**src/rtl/ps2hlc_pkg.sv**
```systemverilog
package ps2hlc_pkg;

   localparam int CSR_INDEX_WIDTH = 3;
   localparam int CSR_DATA_WIDTH  = 16;
   localparam int DATA_BITS       = 8;
   localparam int FRAME_BITS      = 11;
   localparam int BIT_INDEX_WIDTH = 4;

   localparam logic [CSR_INDEX_WIDTH-1:0] CSR_SEND_IDLE     = 3'd0;
   localparam logic [CSR_INDEX_WIDTH-1:0] CSR_INHIBIT       = 3'd1;
   localparam logic [CSR_INDEX_WIDTH-1:0] CSR_DATA_LEAD     = 3'd2;
   localparam logic [CSR_INDEX_WIDTH-1:0] CSR_CLOCK_RELEASE = 3'd3;
   localparam logic [CSR_INDEX_WIDTH-1:0] CSR_RECEIVE_SETTLE = 3'd4;
   localparam logic [CSR_INDEX_WIDTH-1:0] CSR_SAMPLE_DELAY  = 3'd5;

   localparam logic [CSR_DATA_WIDTH-1:0] SEND_IDLE_RESET      = 16'd200;
   localparam logic [CSR_DATA_WIDTH-1:0] INHIBIT_RESET        = 16'd150;
   localparam logic [CSR_DATA_WIDTH-1:0] DATA_LEAD_RESET      = 16'd10;
   localparam logic [CSR_DATA_WIDTH-1:0] CLOCK_RELEASE_RESET  = 16'd5;
   localparam logic [CSR_DATA_WIDTH-1:0] RECEIVE_SETTLE_RESET = 16'd50;
   localparam logic [CSR_DATA_WIDTH-1:0] SAMPLE_DELAY_RESET   = 16'd5;

   localparam logic [1:0] OP_TICK    = 2'd0;
   localparam logic [1:0] OP_SEND    = 2'd1;
   localparam logic [1:0] OP_RECEIVE = 2'd2;

   typedef struct packed {
      logic [CSR_DATA_WIDTH-1:0] send_idle_ticks;
      logic [CSR_DATA_WIDTH-1:0] inhibit_ticks;
      logic [CSR_DATA_WIDTH-1:0] data_lead_ticks;
      logic [CSR_DATA_WIDTH-1:0] clock_release_ticks;
      logic [CSR_DATA_WIDTH-1:0] receive_settle_ticks;
      logic [CSR_DATA_WIDTH-1:0] sample_delay_ticks;
   } cfg_type;

   typedef struct packed {
      logic [1:0]           op;
      logic [DATA_BITS-1:0] tx_byte;
      logic                 clk_line;
      logic                 dat_line;
   } req_data_type;

   typedef struct packed {
      logic                 clk_drive_low;
      logic                 dat_drive_low;
      logic                 rx_valid;
      logic [DATA_BITS-1:0] rx_byte;
      logic                 tx_done;
      logic                 busy_res;
   } rsp_data_type;

endpackage

```
**src/rtl/ps2hlc_req_if.sv**
```systemverilog
interface ps2hlc_req_if;
   logic       valid;
   logic       ready;
   logic [1:0] op;
   logic [7:0] tx_byte;
   logic       clk_line;
   logic       dat_line;

   modport source (output valid, output op, output tx_byte, output clk_line,
                   output dat_line, input ready);
   modport sink (input valid, input op, input tx_byte, input clk_line,
                 input dat_line, output ready);
endinterface

```
**src/rtl/ps2hlc_rsp_if.sv**
```systemverilog
interface ps2hlc_rsp_if;
   logic       valid;
   logic       ready;
   logic       clk_drive_low;
   logic       dat_drive_low;
   logic       rx_valid;
   logic [7:0] rx_byte;
   logic       tx_done;
   logic       busy_res;

   modport source (output valid, output clk_drive_low, output dat_drive_low,
                   output rx_valid, output rx_byte, output tx_done, output busy_res,
                   input ready);
   modport sink (input valid, input clk_drive_low, input dat_drive_low,
                 input rx_valid, input rx_byte, input tx_done, input busy_res,
                 output ready);
endinterface

```
**src/rtl/ps2hlc_csr.sv**
```systemverilog
module ps2hlc_csr (
   input  logic                                   clock,
   input  logic                                   reset,
   input  logic                                   csr_write_en,
   input  logic [ps2hlc_pkg::CSR_INDEX_WIDTH-1:0] csr_index,
   input  logic [ps2hlc_pkg::CSR_DATA_WIDTH-1:0]  csr_wdata,
   output ps2hlc_pkg::cfg_type                    cfg
);

   ps2hlc_pkg::cfg_type cfg_ff;

   always_ff @(posedge clock) begin
      if (reset) begin
         cfg_ff.send_idle_ticks      <= ps2hlc_pkg::SEND_IDLE_RESET;
         cfg_ff.inhibit_ticks        <= ps2hlc_pkg::INHIBIT_RESET;
         cfg_ff.data_lead_ticks      <= ps2hlc_pkg::DATA_LEAD_RESET;
         cfg_ff.clock_release_ticks  <= ps2hlc_pkg::CLOCK_RELEASE_RESET;
         cfg_ff.receive_settle_ticks <= ps2hlc_pkg::RECEIVE_SETTLE_RESET;
         cfg_ff.sample_delay_ticks   <= ps2hlc_pkg::SAMPLE_DELAY_RESET;
      end else if (csr_write_en) begin
         unique case (csr_index)
            ps2hlc_pkg::CSR_SEND_IDLE:      cfg_ff.send_idle_ticks      <= csr_wdata;
            ps2hlc_pkg::CSR_INHIBIT:        cfg_ff.inhibit_ticks        <= csr_wdata;
            ps2hlc_pkg::CSR_DATA_LEAD:      cfg_ff.data_lead_ticks      <= csr_wdata;
            ps2hlc_pkg::CSR_CLOCK_RELEASE:  cfg_ff.clock_release_ticks  <= csr_wdata;
            ps2hlc_pkg::CSR_RECEIVE_SETTLE: cfg_ff.receive_settle_ticks <= csr_wdata;
            ps2hlc_pkg::CSR_SAMPLE_DELAY:   cfg_ff.sample_delay_ticks   <= csr_wdata;
            default: ;
         endcase
      end
   end

   assign cfg = cfg_ff;

endmodule

```
**src/rtl/ps2hlc_seq.sv**
```systemverilog
module ps2hlc_seq #(
   parameter int TIMER_WIDTH = 16
) (
   input  logic                     clock,
   input  logic                     reset,
   input  logic                     step,
   input  ps2hlc_pkg::req_data_type item,
   input  ps2hlc_pkg::cfg_type      cfg,
   output ps2hlc_pkg::rsp_data_type result
);

   typedef enum logic [4:0] {
      PH_IDLE,
      PH_TX_RELEASE,
      PH_TX_INHIBIT,
      PH_TX_LEAD,
      PH_TX_CLKREL,
      PH_TX_FIRST,
      PH_TX_RISE,
      PH_TX_FALL,
      PH_TX_POST,
      PH_TX_ACK_DLO,
      PH_TX_ACK_CLO,
      PH_TX_ACK_DHI,
      PH_TX_ACK_CHI,
      PH_RX_SETTLE,
      PH_RX_FALL,
      PH_RX_DELAY,
      PH_RX_RISE
   } phase_type;

   phase_type                                 phase_ff, phase_in;
   logic [TIMER_WIDTH-1:0]                    timer_ff, timer_in;
   logic [ps2hlc_pkg::BIT_INDEX_WIDTH-1:0]    bit_index_ff, bit_index_in;
   logic [ps2hlc_pkg::FRAME_BITS-1:0]         frame_ff, frame_in;
   logic                                      parity_ff, parity_in;
   logic                                      clk_hold_ff, clk_hold_in;
   logic                                      dat_hold_ff, dat_hold_in;
   logic [ps2hlc_pkg::BIT_INDEX_WIDTH-1:0]    next_index;
   logic                                      tx_bit;
   logic                                      timer_zero;
   logic                                      rx_valid;
   logic [ps2hlc_pkg::DATA_BITS-1:0]          rx_byte;
   logic                                      tx_done;

   function automatic logic [TIMER_WIDTH-1:0] load_value(
      input logic [ps2hlc_pkg::CSR_DATA_WIDTH-1:0] v);
      logic [31:0] wide;
      wide = {16'b0, v};
      return wide[TIMER_WIDTH-1:0];
   endfunction

   assign timer_zero = (timer_ff == '0);
   assign next_index = bit_index_ff + 1'b1;

   always_comb begin
      phase_in     = phase_ff;
      timer_in     = timer_ff;
      bit_index_in = bit_index_ff;
      frame_in     = frame_ff;
      parity_in    = parity_ff;
      clk_hold_in  = clk_hold_ff;
      dat_hold_in  = dat_hold_ff;
      rx_valid     = 1'b0;
      rx_byte      = '0;
      tx_done      = 1'b0;
      tx_bit       = 1'b0;
      if (step) begin
         unique case (phase_ff)
            PH_IDLE: begin
               if (item.op == ps2hlc_pkg::OP_SEND) begin
                  clk_hold_in  = 1'b0;
                  dat_hold_in  = 1'b0;
                  frame_in     = {3'b0, item.tx_byte};
                  parity_in    = 1'b1;
                  bit_index_in = '0;
                  timer_in     = load_value(cfg.send_idle_ticks);
                  phase_in     = PH_TX_RELEASE;
               end else if (item.op == ps2hlc_pkg::OP_RECEIVE) begin
                  clk_hold_in  = 1'b0;
                  dat_hold_in  = 1'b0;
                  frame_in     = '0;
                  bit_index_in = '0;
                  timer_in     = load_value(cfg.receive_settle_ticks);
                  phase_in     = PH_RX_SETTLE;
               end
            end
            PH_TX_RELEASE: begin
               if (timer_zero) begin
                  clk_hold_in = 1'b1;
                  timer_in    = load_value(cfg.inhibit_ticks);
                  phase_in    = PH_TX_INHIBIT;
               end else begin
                  timer_in = timer_ff - 1'b1;
               end
            end
            PH_TX_INHIBIT: begin
               if (timer_zero) begin
                  dat_hold_in = 1'b1;
                  timer_in    = load_value(cfg.data_lead_ticks);
                  phase_in    = PH_TX_LEAD;
               end else begin
                  timer_in = timer_ff - 1'b1;
               end
            end
            PH_TX_LEAD: begin
               if (timer_zero) begin
                  clk_hold_in = 1'b0;
                  timer_in    = load_value(cfg.clock_release_ticks);
                  phase_in    = PH_TX_CLKREL;
               end else begin
                  timer_in = timer_ff - 1'b1;
               end
            end
            PH_TX_CLKREL: begin
               if (timer_zero) begin
                  phase_in = PH_TX_FIRST;
               end else begin
                  timer_in = timer_ff - 1'b1;
               end
            end
            PH_TX_FIRST: begin
               if (!item.clk_line) begin
                  tx_bit       = frame_ff[0];
                  parity_in    = parity_ff ^ tx_bit;
                  dat_hold_in  = !tx_bit;
                  bit_index_in = '0;
                  phase_in     = PH_TX_RISE;
               end
            end
            PH_TX_RISE: begin
               if (item.clk_line) phase_in = PH_TX_FALL;
            end
            PH_TX_FALL: begin
               if (!item.clk_line) begin
                  bit_index_in = next_index;
                  if (next_index < 4'd8) begin
                     tx_bit      = frame_ff[next_index[2:0]];
                     parity_in   = parity_ff ^ tx_bit;
                     dat_hold_in = !tx_bit;
                     phase_in    = PH_TX_RISE;
                  end else if (next_index == 4'd8) begin
                     tx_bit      = parity_ff;
                     dat_hold_in = !tx_bit;
                     phase_in    = PH_TX_RISE;
                  end else begin
                     dat_hold_in = 1'b0;
                     timer_in    = load_value(cfg.data_lead_ticks);
                     phase_in    = PH_TX_POST;
                  end
               end
            end
            PH_TX_POST: begin
               if (timer_zero) begin
                  phase_in = PH_TX_ACK_DLO;
               end else begin
                  timer_in = timer_ff - 1'b1;
               end
            end
            PH_TX_ACK_DLO: begin
               if (!item.dat_line) phase_in = PH_TX_ACK_CLO;
            end
            PH_TX_ACK_CLO: begin
               if (!item.clk_line) phase_in = PH_TX_ACK_DHI;
            end
            PH_TX_ACK_DHI: begin
               if (item.dat_line) phase_in = PH_TX_ACK_CHI;
            end
            PH_TX_ACK_CHI: begin
               if (item.clk_line) begin
                  dat_hold_in = 1'b1;
                  tx_done     = 1'b1;
                  phase_in    = PH_IDLE;
               end
            end
            PH_RX_SETTLE: begin
               if (timer_zero) begin
                  phase_in = PH_RX_FALL;
               end else begin
                  timer_in = timer_ff - 1'b1;
               end
            end
            PH_RX_FALL: begin
               if (!item.clk_line) begin
                  timer_in = load_value(cfg.sample_delay_ticks);
                  phase_in = PH_RX_DELAY;
               end
            end
            PH_RX_DELAY: begin
               if (timer_zero) begin
                  if (item.dat_line && bit_index_ff < 4'd11) begin
                     frame_in = frame_ff | (11'd1 << bit_index_ff);
                  end
                  phase_in = PH_RX_RISE;
               end else begin
                  timer_in = timer_ff - 1'b1;
               end
            end
            PH_RX_RISE: begin
               if (item.clk_line) begin
                  bit_index_in = next_index;
                  if (next_index >= 4'd11) begin
                     clk_hold_in = 1'b1;
                     rx_valid    = 1'b1;
                     rx_byte     = frame_ff[8:1];
                     phase_in    = PH_IDLE;
                  end else begin
                     phase_in = PH_RX_FALL;
                  end
               end
            end
            default: phase_in = PH_IDLE;
         endcase
      end
   end

   always_ff @(posedge clock) begin
      if (reset) begin
         phase_ff     <= PH_IDLE;
         timer_ff     <= '0;
         bit_index_ff <= '0;
         frame_ff     <= '0;
         parity_ff    <= 1'b1;
         clk_hold_ff  <= 1'b0;
         dat_hold_ff  <= 1'b0;
      end else begin
         phase_ff     <= phase_in;
         timer_ff     <= timer_in;
         bit_index_ff <= bit_index_in;
         frame_ff     <= frame_in;
         parity_ff    <= parity_in;
         clk_hold_ff  <= clk_hold_in;
         dat_hold_ff  <= dat_hold_in;
      end
   end

   assign result.clk_drive_low = clk_hold_in;
   assign result.dat_drive_low = dat_hold_in;
   assign result.rx_valid      = rx_valid;
   assign result.rx_byte       = rx_byte;
   assign result.tx_done       = tx_done;
   assign result.busy_res      = (phase_in != PH_IDLE);

`ifndef NO_ASSERTIONS
   a_hold_without_step: assert property (@(posedge clock) disable iff (reset)
      !step |=> $stable(phase_ff) && $stable(timer_ff) && $stable(frame_ff))
      else $error("state moved without a request");

   a_done_returns_idle: assert property (@(posedge clock) disable iff (reset)
      step && (result.tx_done || result.rx_valid) |=> phase_ff == PH_IDLE)
      else $error("completion did not return to idle");

   a_receive_releases_clock: assert property (@(posedge clock) disable iff (reset)
      (phase_ff == PH_RX_SETTLE || phase_ff == PH_RX_FALL ||
       phase_ff == PH_RX_DELAY || phase_ff == PH_RX_RISE) |-> !clk_hold_ff)
      else $error("clock held low during receive");

   a_timer_counts_down: assert property (@(posedge clock) disable iff (reset)
      step && !timer_zero &&
      (phase_ff == PH_TX_RELEASE || phase_ff == PH_TX_INHIBIT ||
       phase_ff == PH_TX_LEAD || phase_ff == PH_TX_CLKREL ||
       phase_ff == PH_TX_POST || phase_ff == PH_RX_SETTLE ||
       phase_ff == PH_RX_DELAY)
      |=> timer_ff == $past(timer_ff) - 1'b1 && phase_ff == $past(phase_ff))
      else $error("timed wait did not count down");

   a_bit_index_bound: assert property (@(posedge clock) disable iff (reset)
      step && phase_ff == PH_TX_RISE |-> bit_index_ff <= 4'd8)
      else $error("send bit index out of range");
`endif

endmodule

```
**src/rtl/ps2_host_line_controller.sv**
```systemverilog
// PS/2 host line controller. Each request is one time tick carrying the sampled
// clock and data lines and an optional send or receive start; each request
// yields exactly one response with the line drives and status after that tick.
// One request is taken per clock cycle unless stalled; a request passes the input
// register, then the sequencer step into the response register. Requests keep
// flowing while a response waits, stalling only when both registers are full.
// Timed phases count TIMER_WIDTH-bit tick counters loaded from the csr_ registers,
// which must be written by the user only while the block is idle (not enforced).
module ps2_host_line_controller #(
   parameter int TIMER_WIDTH = 16
) (
   input  logic                                   clock,
   input  logic                                   reset,
   ps2hlc_req_if.sink                             req_if,
   ps2hlc_rsp_if.source                           rsp_if,
   input  logic                                   csr_write_en,
   input  logic [ps2hlc_pkg::CSR_INDEX_WIDTH-1:0] csr_index,
   input  logic [ps2hlc_pkg::CSR_DATA_WIDTH-1:0]  csr_wdata
);

   ps2hlc_pkg::cfg_type      cfg;
   ps2hlc_pkg::req_data_type item_ff;
   ps2hlc_pkg::rsp_data_type rsp_ff;
   ps2hlc_pkg::rsp_data_type result;
   logic                     item_valid_ff;
   logic                     rsp_valid_ff;
   logic                     step;
   logic                     req_take;

   assign step     = item_valid_ff && (!rsp_valid_ff || rsp_if.ready);
   assign req_take = req_if.valid && req_if.ready;
   assign req_if.ready = !item_valid_ff || step;

   always_ff @(posedge clock) begin
      if (reset) begin
         item_valid_ff <= 1'b0;
         rsp_valid_ff  <= 1'b0;
      end else begin
         if (req_take) begin
            item_valid_ff <= 1'b1;
         end else if (step) begin
            item_valid_ff <= 1'b0;
         end
         if (step) begin
            rsp_valid_ff <= 1'b1;
         end else if (rsp_if.ready) begin
            rsp_valid_ff <= 1'b0;
         end
      end
   end

   always_ff @(posedge clock) begin
      if (req_take) begin
         item_ff.op       <= req_if.op;
         item_ff.tx_byte  <= req_if.tx_byte;
         item_ff.clk_line <= req_if.clk_line;
         item_ff.dat_line <= req_if.dat_line;
      end
      if (step) begin
         rsp_ff <= result;
      end
   end

   ps2hlc_csr u_csr (
      .clock        (clock),
      .reset        (reset),
      .csr_write_en (csr_write_en),
      .csr_index    (csr_index),
      .csr_wdata    (csr_wdata),
      .cfg          (cfg)
   );

   ps2hlc_seq #(
      .TIMER_WIDTH (TIMER_WIDTH)
   ) u_seq (
      .clock  (clock),
      .reset  (reset),
      .step   (step),
      .item   (item_ff),
      .cfg    (cfg),
      .result (result)
   );

   assign rsp_if.valid         = rsp_valid_ff;
   assign rsp_if.clk_drive_low = rsp_ff.clk_drive_low;
   assign rsp_if.dat_drive_low = rsp_ff.dat_drive_low;
   assign rsp_if.rx_valid      = rsp_ff.rx_valid;
   assign rsp_if.rx_byte       = rsp_ff.rx_byte;
   assign rsp_if.tx_done       = rsp_ff.tx_done;
   assign rsp_if.busy_res      = rsp_ff.busy_res;

endmodule

```
**src/flat_wrapper.sv**
```systemverilog
// flat-port wrapper written by rule: the top's interface ports become plain ports
module ps2_host_line_controller_flat 
#(
   parameter int TIMER_WIDTH = 16
)
  (clock, reset, csr_write_en, csr_index, csr_wdata, req_if_valid, req_if_op, req_if_tx_byte, req_if_clk_line, req_if_dat_line, req_if_ready, rsp_if_valid, rsp_if_clk_drive_low, rsp_if_dat_drive_low, rsp_if_rx_valid, rsp_if_rx_byte, rsp_if_tx_done, rsp_if_busy_res, rsp_if_ready);
  ps2hlc_req_if req_if_i ();
  ps2hlc_rsp_if rsp_if_i ();
  input  logic clock;
  input  logic reset;
  input  logic csr_write_en;
  input  logic [ps2hlc_pkg::CSR_INDEX_WIDTH-1:0] csr_index;
  input  logic [ps2hlc_pkg::CSR_DATA_WIDTH-1:0] csr_wdata;
  input wire logic [$bits(req_if_i.valid)-1:0] req_if_valid;
  input wire logic [$bits(req_if_i.op)-1:0] req_if_op;
  input wire logic [$bits(req_if_i.tx_byte)-1:0] req_if_tx_byte;
  input wire logic [$bits(req_if_i.clk_line)-1:0] req_if_clk_line;
  input wire logic [$bits(req_if_i.dat_line)-1:0] req_if_dat_line;
  output wire logic [$bits(req_if_i.ready)-1:0] req_if_ready;
  output wire logic [$bits(rsp_if_i.valid)-1:0] rsp_if_valid;
  output wire logic [$bits(rsp_if_i.clk_drive_low)-1:0] rsp_if_clk_drive_low;
  output wire logic [$bits(rsp_if_i.dat_drive_low)-1:0] rsp_if_dat_drive_low;
  output wire logic [$bits(rsp_if_i.rx_valid)-1:0] rsp_if_rx_valid;
  output wire logic [$bits(rsp_if_i.rx_byte)-1:0] rsp_if_rx_byte;
  output wire logic [$bits(rsp_if_i.tx_done)-1:0] rsp_if_tx_done;
  output wire logic [$bits(rsp_if_i.busy_res)-1:0] rsp_if_busy_res;
  input wire logic [$bits(rsp_if_i.ready)-1:0] rsp_if_ready;
  assign req_if_i.valid = req_if_valid;
  assign req_if_i.op = req_if_op;
  assign req_if_i.tx_byte = req_if_tx_byte;
  assign req_if_i.clk_line = req_if_clk_line;
  assign req_if_i.dat_line = req_if_dat_line;
  assign req_if_ready = req_if_i.ready;
  assign rsp_if_valid = rsp_if_i.valid;
  assign rsp_if_clk_drive_low = rsp_if_i.clk_drive_low;
  assign rsp_if_dat_drive_low = rsp_if_i.dat_drive_low;
  assign rsp_if_rx_valid = rsp_if_i.rx_valid;
  assign rsp_if_rx_byte = rsp_if_i.rx_byte;
  assign rsp_if_tx_done = rsp_if_i.tx_done;
  assign rsp_if_busy_res = rsp_if_i.busy_res;
  assign rsp_if_i.ready = rsp_if_ready;
  ps2_host_line_controller #(.TIMER_WIDTH(TIMER_WIDTH)) u_core (.clock(clock), .reset(reset), .req_if(req_if_i), .rsp_if(rsp_if_i), .csr_write_en(csr_write_en), .csr_index(csr_index), .csr_wdata(csr_wdata));
endmodule
```
**config.mk**
```make
export PLATFORM = sky130hd
export DESIGN_NAME = ps2_host_line_controller_flat
export DESIGN_NICKNAME = d
export VERILOG_FILES = /design/src/rtl/ps2hlc_pkg.sv /design/src/rtl/ps2hlc_req_if.sv /design/src/rtl/ps2hlc_rsp_if.sv /design/src/rtl/ps2hlc_csr.sv /design/src/rtl/ps2hlc_seq.sv /design/src/rtl/ps2_host_line_controller.sv /design/src/flat_wrapper.sv
export SDC_FILE = /design/constraint.sdc
export NUM_CORES = 1
export LEC_CHECK = 0
export BUFFER_PORTS_ARGS = -buffer_cell sky130_fd_sc_hd__buf_4
export CAP_MARGIN = 20
export CORE_ASPECT_RATIO = 1.4
export CORE_MARGIN = 4
export CORE_UTILIZATION = 40
export CTS_CLUSTER_SIZE = 30
export DETAILED_ROUTE_END_ITERATION = 10
export SETUP_SLACK_MARGIN = 0.4
export SLEW_MARGIN = 30
export SYNTH_ARGS = -nofsm -noshare
export SYNTH_HDL_FRONTEND = slang
export SYNTH_SLANG_ARGS = --single-unit
```
**constraint.sdc**
```tcl
create_clock -name clock -period 4.1 [get_ports clock]
set_clock_uncertainty 0.05 [all_clocks]
set_input_delay 0.615 -clock clock [delete_from_list [all_inputs] [get_ports clock]]
set_output_delay 0.615 -clock clock [all_outputs]
set_load 0.02 [all_outputs]
```
==> results of run 1 <==
==> critical path, cell delays in order (launching register included) <==
cell	delay, ps
dfxtp_1	380
ha_1	260
ha_1	400
and2_1	240
o31ai_1	470
nand3_1	260
o21ai_0	270
nand3_1	100
or3_1	320
==> layer usage <==
layer / vias to the layer above / global-route usage [%]
met2: 195 / 37.9
met3: 61 / 3.54
li1: 3533 / -
met4: 0 / 9.38
met5: - / 0
met1: 3431 / 24.6
==> cell usage after synthesis, types with 7 or more instances <==
library cell	count
mux2i_1	24
nand2_1	253
clkbuf_1	29
o21ai_1	20
a32o_1	10
a22oi_1	9
ha_1	11
a221oi_1	15
o21ai_0	32
nor3_1	30
nor2_1	34
a21oi_1	122
nand3_1	15
dfxtp_1	135
and2_1	11
nand2b_1	14
inv_1	13
nand3b_1	20
edfxtp_1	25
nor4_1	7
buf_2	13
mux2_2	9
xor2_1	7
nor2b_1	11
a31oi_1	7
==> kinds of logic after synthesis <==
| kind of cell | share of synthesized area, % |
|---|---|
| multiplexers | 4.78 |
| buffers and inverters | 4.01 |
| AO/OA/AOI/OAI | 19.0 |
| adder cells (fa/ha/maj) | 1.70 |
| AND/OR/NAND/NOR | 26.3 |
| flip-flops | 42.7 |
| XOR/XNOR | 1.41 |
==> power breakdown <==
group	leakage, uW	switching [uW]	internal (uW)
registers	0.00133	55.5	1650
logic	0.00174	467	268
clock network	0.000294	701	930
total	0.00337	1220	2850
==> registers in the layout, indices dropped and copies added (netlist names) <==
register	count
u_core.u_csr.cfg	96
u_core.u_seq.timer_ff	16
u_core.item_ff	12
u_core.u_seq.frame_ff	9
u_core.rsp_if.rx_byte	8
u_core.u_seq.phase_ff	5
u_core.u_seq.bit_index_ff	4
u_core.item_valid_ff	1
u_core.rsp_if.busy_res	1
u_core.rsp_if.clk_drive_low	1
u_core.rsp_if.dat_drive_low	1
u_core.rsp_if.rx_valid	1
u_core.rsp_if.tx_done	1
u_core.rsp_if.valid	1
u_core.u_seq.clk_hold_ff	1
u_core.u_seq.dat_hold_ff	1
u_core.u_seq.parity_ff	1
==> worst paths after layout <==
kind / endpoint / startpoint / depth (start not counted) / slack (ps)
worst max-delay path: u_core.rsp_if.busy_res / u_core.u_seq.bit_index_ff[0] / 8 / 1080
worst min-delay path: u_core.item_ff[6] / req_if_tx_byte[4] / 1 / 300
worst max register to register: u_core.rsp_if.busy_res / u_core.u_seq.bit_index_ff[0] / 8 / 1080
worst min register to register: u_core.u_csr.cfg[64] / u_core.u_csr.cfg[64] / 2 / 400
==> area by class of cell <==
class                   count  area (um^2)
fillers                  1980        10600
clock buffers              20          447
inverters                  15         56.3
clock inverters            12          146
multi-input cells         751         4320
well taps                 252          315
repair buffers             68          523
flip-flops and latches    160         3450
==> through the flow <==
stage | power, uW | utilization, % | worst slack, ps | cell area [um^2] | std cells
after floorplan | 2250 | - | 1710 | 8090 | 981
after global placement | 2470 | 43.6 | 1180 | 8650 | 1245
after detailed placement | 2470 | 43.6 | 1100 | 8650 | 1245
after CTS | 4090 | 46.6 | 1090 | 9240 | 1277
after global routing | 4230 | 46.7 | 980 | 9260 | 1278
final | 4070 | 46.7 | 1080 | 9260 | 1278
==> layout by cell type, fill, tap and decap left out, drive strengths merged, types with 20 or more instances in the layout <==
cell type  count
nand3b        20
nor3          33
a21oi        123
edfxtp        25
nor2          39
dfxtp        135
nand2        257
mux2i         24
buf           68
o21ai         52
inv           21
clkbuf        20
==> flow_metrics.env, run 1 <==
export IMPL_portBuffers=50
export IMPL_cts_tree="built"
export IMPL_place_congestion=0.899
export IMPL_fin_crit_ps=3020
export IMPL_num_vias=7220
export IMPL_synthCells=981
export IMPL_critPathArrivalTime_ps=3140
export IMPL_crit_type="reg2reg"
export IMPL_period_share_pct=73.6
export IMPL_ir_drop_v=0.000323
export IMPL_ys_seq_elements=160
export IMPL_routed_top_layer="met4"
export IMPL_ant_nets=0
export IMPL_wl_met3_um=992
export IMPL_fmax_mhz=331
export IMPL_end_kind="flop"
export IMPL_grt_overflow=0
export IMPL_ioPinCount=51
export IMPL_yosys_top_cells_area="dfxtp_1, nand2_1, edfxtp_1"
export IMPL_crit_fanout=8
export IMPL_ys_types=78
export IMPL_die_area_um2=22600
export IMPL_grt_first_pass_wirelength_um=37600
export IMPL_drv_cap=0
export IMPL_cts_hold_fix_buffers=0
export IMPL_row_count=61
export IMPL_antenna_found_initial=0
export IMPL_yosys_area_top_type="dfxtp_1"
export IMPL_holdCritPathClass="in2reg"
export IMPL_grt_max_degree=56
export IMPL_cts_sinks=160
export IMPL_setup_violations=0
export IMPL_startpoint_type="flop"
export IMPL_fp_dieW_um=128
export IMPL_synth_edff_count=25
export IMPL_route_detailed_drc=0
export IMPL_clkTransAtPathRegs_ps=70
export IMPL_routed_wl_um=23800
export IMPL_ctsHtreeMaxLevel=4
export IMPL_ys_warn_count=0
export IMPL_fp_dieH_um=176
export IMPL_yosysSeqAreaShare_pct=42.7
export IMPL_rsz0062_at_grt="no"
export IMPL_routed_via_density=5.65
export IMPL_critPathRequiredTime_ps=4230
export IMPL_num_antenna_cells=0
export IMPL_hpwl_um=16700
export IMPL_grt_usage_pct=21.2
export IMPL_tightest_slew_ps=953
export IMPL_syn_num_nets=1028
export IMPL_wl_per_cell_um=18.6
export IMPL_area_growth_pct=14.5
export IMPL_cellPowerDensity_nw_per_um2=440
export IMPL_cts_root_buffer="clkbuf_16"
export IMPL_drt_met1_wl_um=9520
export IMPL_dr_wl_met2_um=12500
export IMPL_hold_viol=0
export IMPL_initial_core_util_pct=40.8
export IMPL_drt_iter0_drc=581
export IMPL_cts_resized=0
export IMPL_core_area_um2=19800
export IMPL_grt_pass1_vias=7004
export IMPL_layout_nets=1060
export IMPL_clock_path_buffers=2
export IMPL_synth_area_um2=8090
export IMPL_setup_tns_final_ps=0
export IMPL_synth_ff_type="dfxtp_1"
export IMPL_synth_avg_cell_area_um2=8.24
export IMPL_p_leak_uw=0.00337
export IMPL_drv_slew=0
export IMPL_relSlewSlack_pct=36.5
export IMPL_layout_drive_gt1_share_pct=13.7
export IMPL_numCtsBuffers=17
export IMPL_status="finished, final reports clean"
export IMPL_hold_slack_ps=296
export IMPL_clk_latency_ps=440
export IMPL_async_flop_share_pct=0
export IMPL_yosys_area_top_type_share_pct=33.4
export IMPL_first_pass_iters=5
export IMPL_cts_setup_buffers=0
No activity file was read; power rests on OpenSTA's default activity.
==> inputs of run 2 (changes only) <==
ABC_AREA = 1   (was unset)
clock period = 2.6 ns   (was 4.1 ns; I/O delays follow)
==> run 2 against run 1 <==
Net effect: sequential power is 56% higher; worst setup slack worse by 590 ps; critical path depth is 4 higher; synthesized cell count is 27% higher; synthesized area is 3.5% higher.
==> flow_metrics.env, run 2 <==
export IMPL_drv_slew=0
export IMPL_place_congestion=0.938
export IMPL_routed_wl_um=25300
export IMPL_setup_violations=0
export IMPL_hp_start="req_if_tx_byte[3]"
export IMPL_layout_nets=1350
export IMPL_area_growth_pct=18.5
export IMPL_synth_xor_area_share_pct=1.05
export IMPL_ctsHtreeMaxLevel=4
export IMPL_antenna_found_initial=0
export IMPL_status="finished, final reports clean"
export IMPL_fin_crit_ps=2110
export IMPL_grt_first_pass_wirelength_um=39800
export IMPL_cts_root_buffer="clkbuf_16"
export IMPL_holdCritPathClass="in2reg"
export IMPL_synth_avg_cell_area_um2=6.70
export IMPL_muxShareOfSynthArea_pct=0
export IMPL_drt_iter0_drc=631
export IMPL_synth_edff_count=25
export IMPL_max_stage_delay_ps=370
export IMPL_tightest_slew_ps=804
export IMPL_reg2reg_slack_ps=490
export IMPL_hpwl_um=17800
export IMPL_synthCells=1248
export IMPL_power_frac_comb_pct=18.6
export IMPL_wl_per_cell_um=16.1
export IMPL_critPathSlowestCell="dfxtp_4"
export IMPL_crit_start="u_core.u_seq.bit_index_ff[1]"
export IMPL_critical_path_most_common_cell="nand2_1"
export IMPL_grt_pass1_vias=7810
export IMPL_ir_drop_v=0.000491
export IMPL_numCtsBuffers=17
export IMPL_row_count=62
export IMPL_routed_via_density=5.19
export IMPL_core_area_um2=20600
export IMPL_grt_usage_pct=21.8
export IMPL_synthSimpleGateAreaFrac_pct=31.5
export IMPL_ioPinCount=51
export IMPL_ys_warn_count=0
export IMPL_p_seq_share_pct=41.2
export IMPL_final_area_um2=9910
export IMPL_fmax_mhz=474
export IMPL_ys_seq_elements=160
export IMPL_critical_path_cell_chain="ha_4, ha_4, a21oi_2, nand3_2, nand2_2, o21ai_1, nor2_1, nand2_1, nand2_1, nand3_1, nor2_1, nand2_1"
export IMPL_yosys_top_cells_area="dfxtp_1, nand2_1, nor2_1"
export IMPL_clkTransAtPathRegs_ps=70
export IMPL_cts_sinks=160
export IMPL_critPathArrivalTime_ps=2250
export IMPL_ff_latch_area_um2=3470
export IMPL_fp_dieH_um=179
export IMPL_synth_top_family_by_area="simple AND/OR/NAND/NOR gates"
export IMPL_async_flop_share_pct=0
export IMPL_post_dp_cell_area_um2=9060
export IMPL_clock_path_buffers=2
export IMPL_end_kind="flop"
export IMPL_cts_tree="built"
export IMPL_critPathRequiredTime_ps=2740
export IMPL_layout_drive_gt1_share_pct=14.7
export IMPL_yosys_area_top_type="dfxtp_1"
export IMPL_syn_num_nets=1295
export IMPL_r2r_cells=12
export IMPL_yosys_area_top_type_share_pct=32.3
export IMPL_final_cell_mix="nand2_1, nor2_1, o21ai_0"
export IMPL_switchingPower_uw=1980
export IMPL_synth_common_cells="nand2_1, nor2_1, o21ai_0, dfxtp_1, inv_1"
export IMPL_first_pass_iters=5
export IMPL_hold_end="u_core.item_ff[5]"
export IMPL_startpoint_type="flop"
export IMPL_portBuffers=50
export IMPL_relSlewSlack_pct=46.3
export IMPL_cts_hold_fix_buffers=0
export IMPL_period_share_pct=81.1
export IMPL_die_area_um2=23300
export IMPL_cellPowerDensity_nw_per_um2=655
export IMPL_hold_viol=0
export IMPL_synth_area_um2=8370
export IMPL_rsz0062_at_grt="no"
export IMPL_intPower_uw=4500
export IMPL_setup_tns_final_ps=0
export IMPL_crit_type="reg2reg"
export IMPL_initial_core_util_pct=40.7
export IMPL_route_detailed_drc=0
export IMPL_largest_register_ffs=96
export IMPL_yosysSeqAreaShare_pct=41.3
export IMPL_drv_cap=0
export IMPL_multi_input_area_um2=4330
export IMPL_fp_dieW_um=130
export IMPL_crit_fanout=7
export IMPL_fill_cells=2121
export IMPL_swShare_pct=30.6
export IMPL_timing_rr_start="u_core.u_seq.bit_index_ff[1]"
export IMPL_num_vias=8156
export IMPL_p_leak_uw=0.00430
export IMPL_ant_nets=0
export IMPL_synth_compound_gate_area_share_pct=15.7
export IMPL_num_antenna_cells=0
export IMPL_hold_depth=1
export IMPL_clk_latency_ps=430
export IMPL_layout_commonest_cell="nand2_1"
export IMPL_synthAdderAreaFrac_pct=1.65
export IMPL_clockPowerShare_pct=40.2
export IMPL_synth_ff_type="dfxtp_1"
export IMPL_ys_types=36
export IMPL_yosysMostFrequentCell="nand2_1"
export IMPL_rr_endpoint="u_core.rsp_if.busy_res"
export IMPL_grt_overflow=0
export IMPL_grt_max_degree=75
run 2: cell types whose count changed in the layout (fill, tap and decap cells not counted), moves of 18 or more:
cell / delta
nor2_1: +173
o21ai_0: +105
inv_1: +100
nand3_1: +57
a21oi_1: -44
nand2_1: +36
mux2i_1: -24
buf_4: +18
o21ai_1: -18
run 2: layout make-up:
type | count | area share, %
Tap cell | 256 | 3.23
Inverter | 127 | 4.86
Timing Repair Buffer | 88 | 7.04
Sequential cell | 160 | 35.0
Clock inverter | 13 | 1.70
Clock buffer | 19 | 4.47
Multi-Input combinational cell | 909 | 43.7
run 2: worst max-delay path, delay by kind of cell, from the launching register on:
family	cells	cell delay, ps
and+or+nand+nor	8	760
DFF	1	370
AOI/OAI and AO/OA	2	260
adders and majority gates	2	440
run 2: logic make-up after synthesis:
kind of cell	count (synthesis)
adder cells (fa/ha/maj)	11
buffers and inverters	181
AO/OA/AOI/OAI	249
AND/OR/NAND/NOR	637
flip-flops	160
XOR/XNOR	10
run 2: routing by layer:
metal / track usage [%] / part of all wire (%) / vias up
met5: 0 / 0 / -
met1: 25.2 / 42 / 3774
met2: 39.8 / 51 / 190
li1: - / - / 4142
met3: 3.19 / 3.4 / 50
met4: 8.93 / 3.3 / 0
run 2: worst max path at each step:
stage / endpoint / slack, ps
after floorplan: u_core.rsp_if.busy_res / 490
after global placement: u_core.rsp_if.busy_res / 310
after detailed placement: u_core.rsp_if.busy_res / 260
after CTS: u_core.rsp_if.busy_res / 400
after global routing: u_core.rsp_if.busy_res / 370
final: u_core.rsp_if.busy_res / 490
run 2: metrics by stage:
step / power, uW / hold slack [ps] / setup slack, ps / utilization, % / cells
6_report: 6490 / 82.4 / 491 / 48.2 / 1572
5_1_grt: 6780 / 65.6 / 367 / 48.2 / 1572
4_1_cts: 6450 / 66.0 / 405 / 47.2 / 1564
3_5_place_dp: 3840 / 389 / 258 / 44.1 / 1532
3_3_place_gp: 3830 / 383 / 311 / 44.1 / 1532
2_1_floorplan: 3460 / 374 / 492 / - / 1248
run 2: timing repair:
action | in CTS | in global routing
gates resized for setup | 10 | 38
gates cloned | 0 | 2
setup endpoints to repair | 26 | 35
pin swaps | 0 | 7
setup buffers | 0 | 6
run 2: power groups by stage:
stage | logic (uW) | clock network [uW] | registers, uW
after floorplan | 737 | 0 | 2720
after global placement | 1110 | 0 | 2720
after detailed placement | 1110 | 0 | 2730
after CTS | 1130 | 2650 | 2670
after global routing | 1340 | 2750 | 2680
final | 1210 | 2610 | 2670
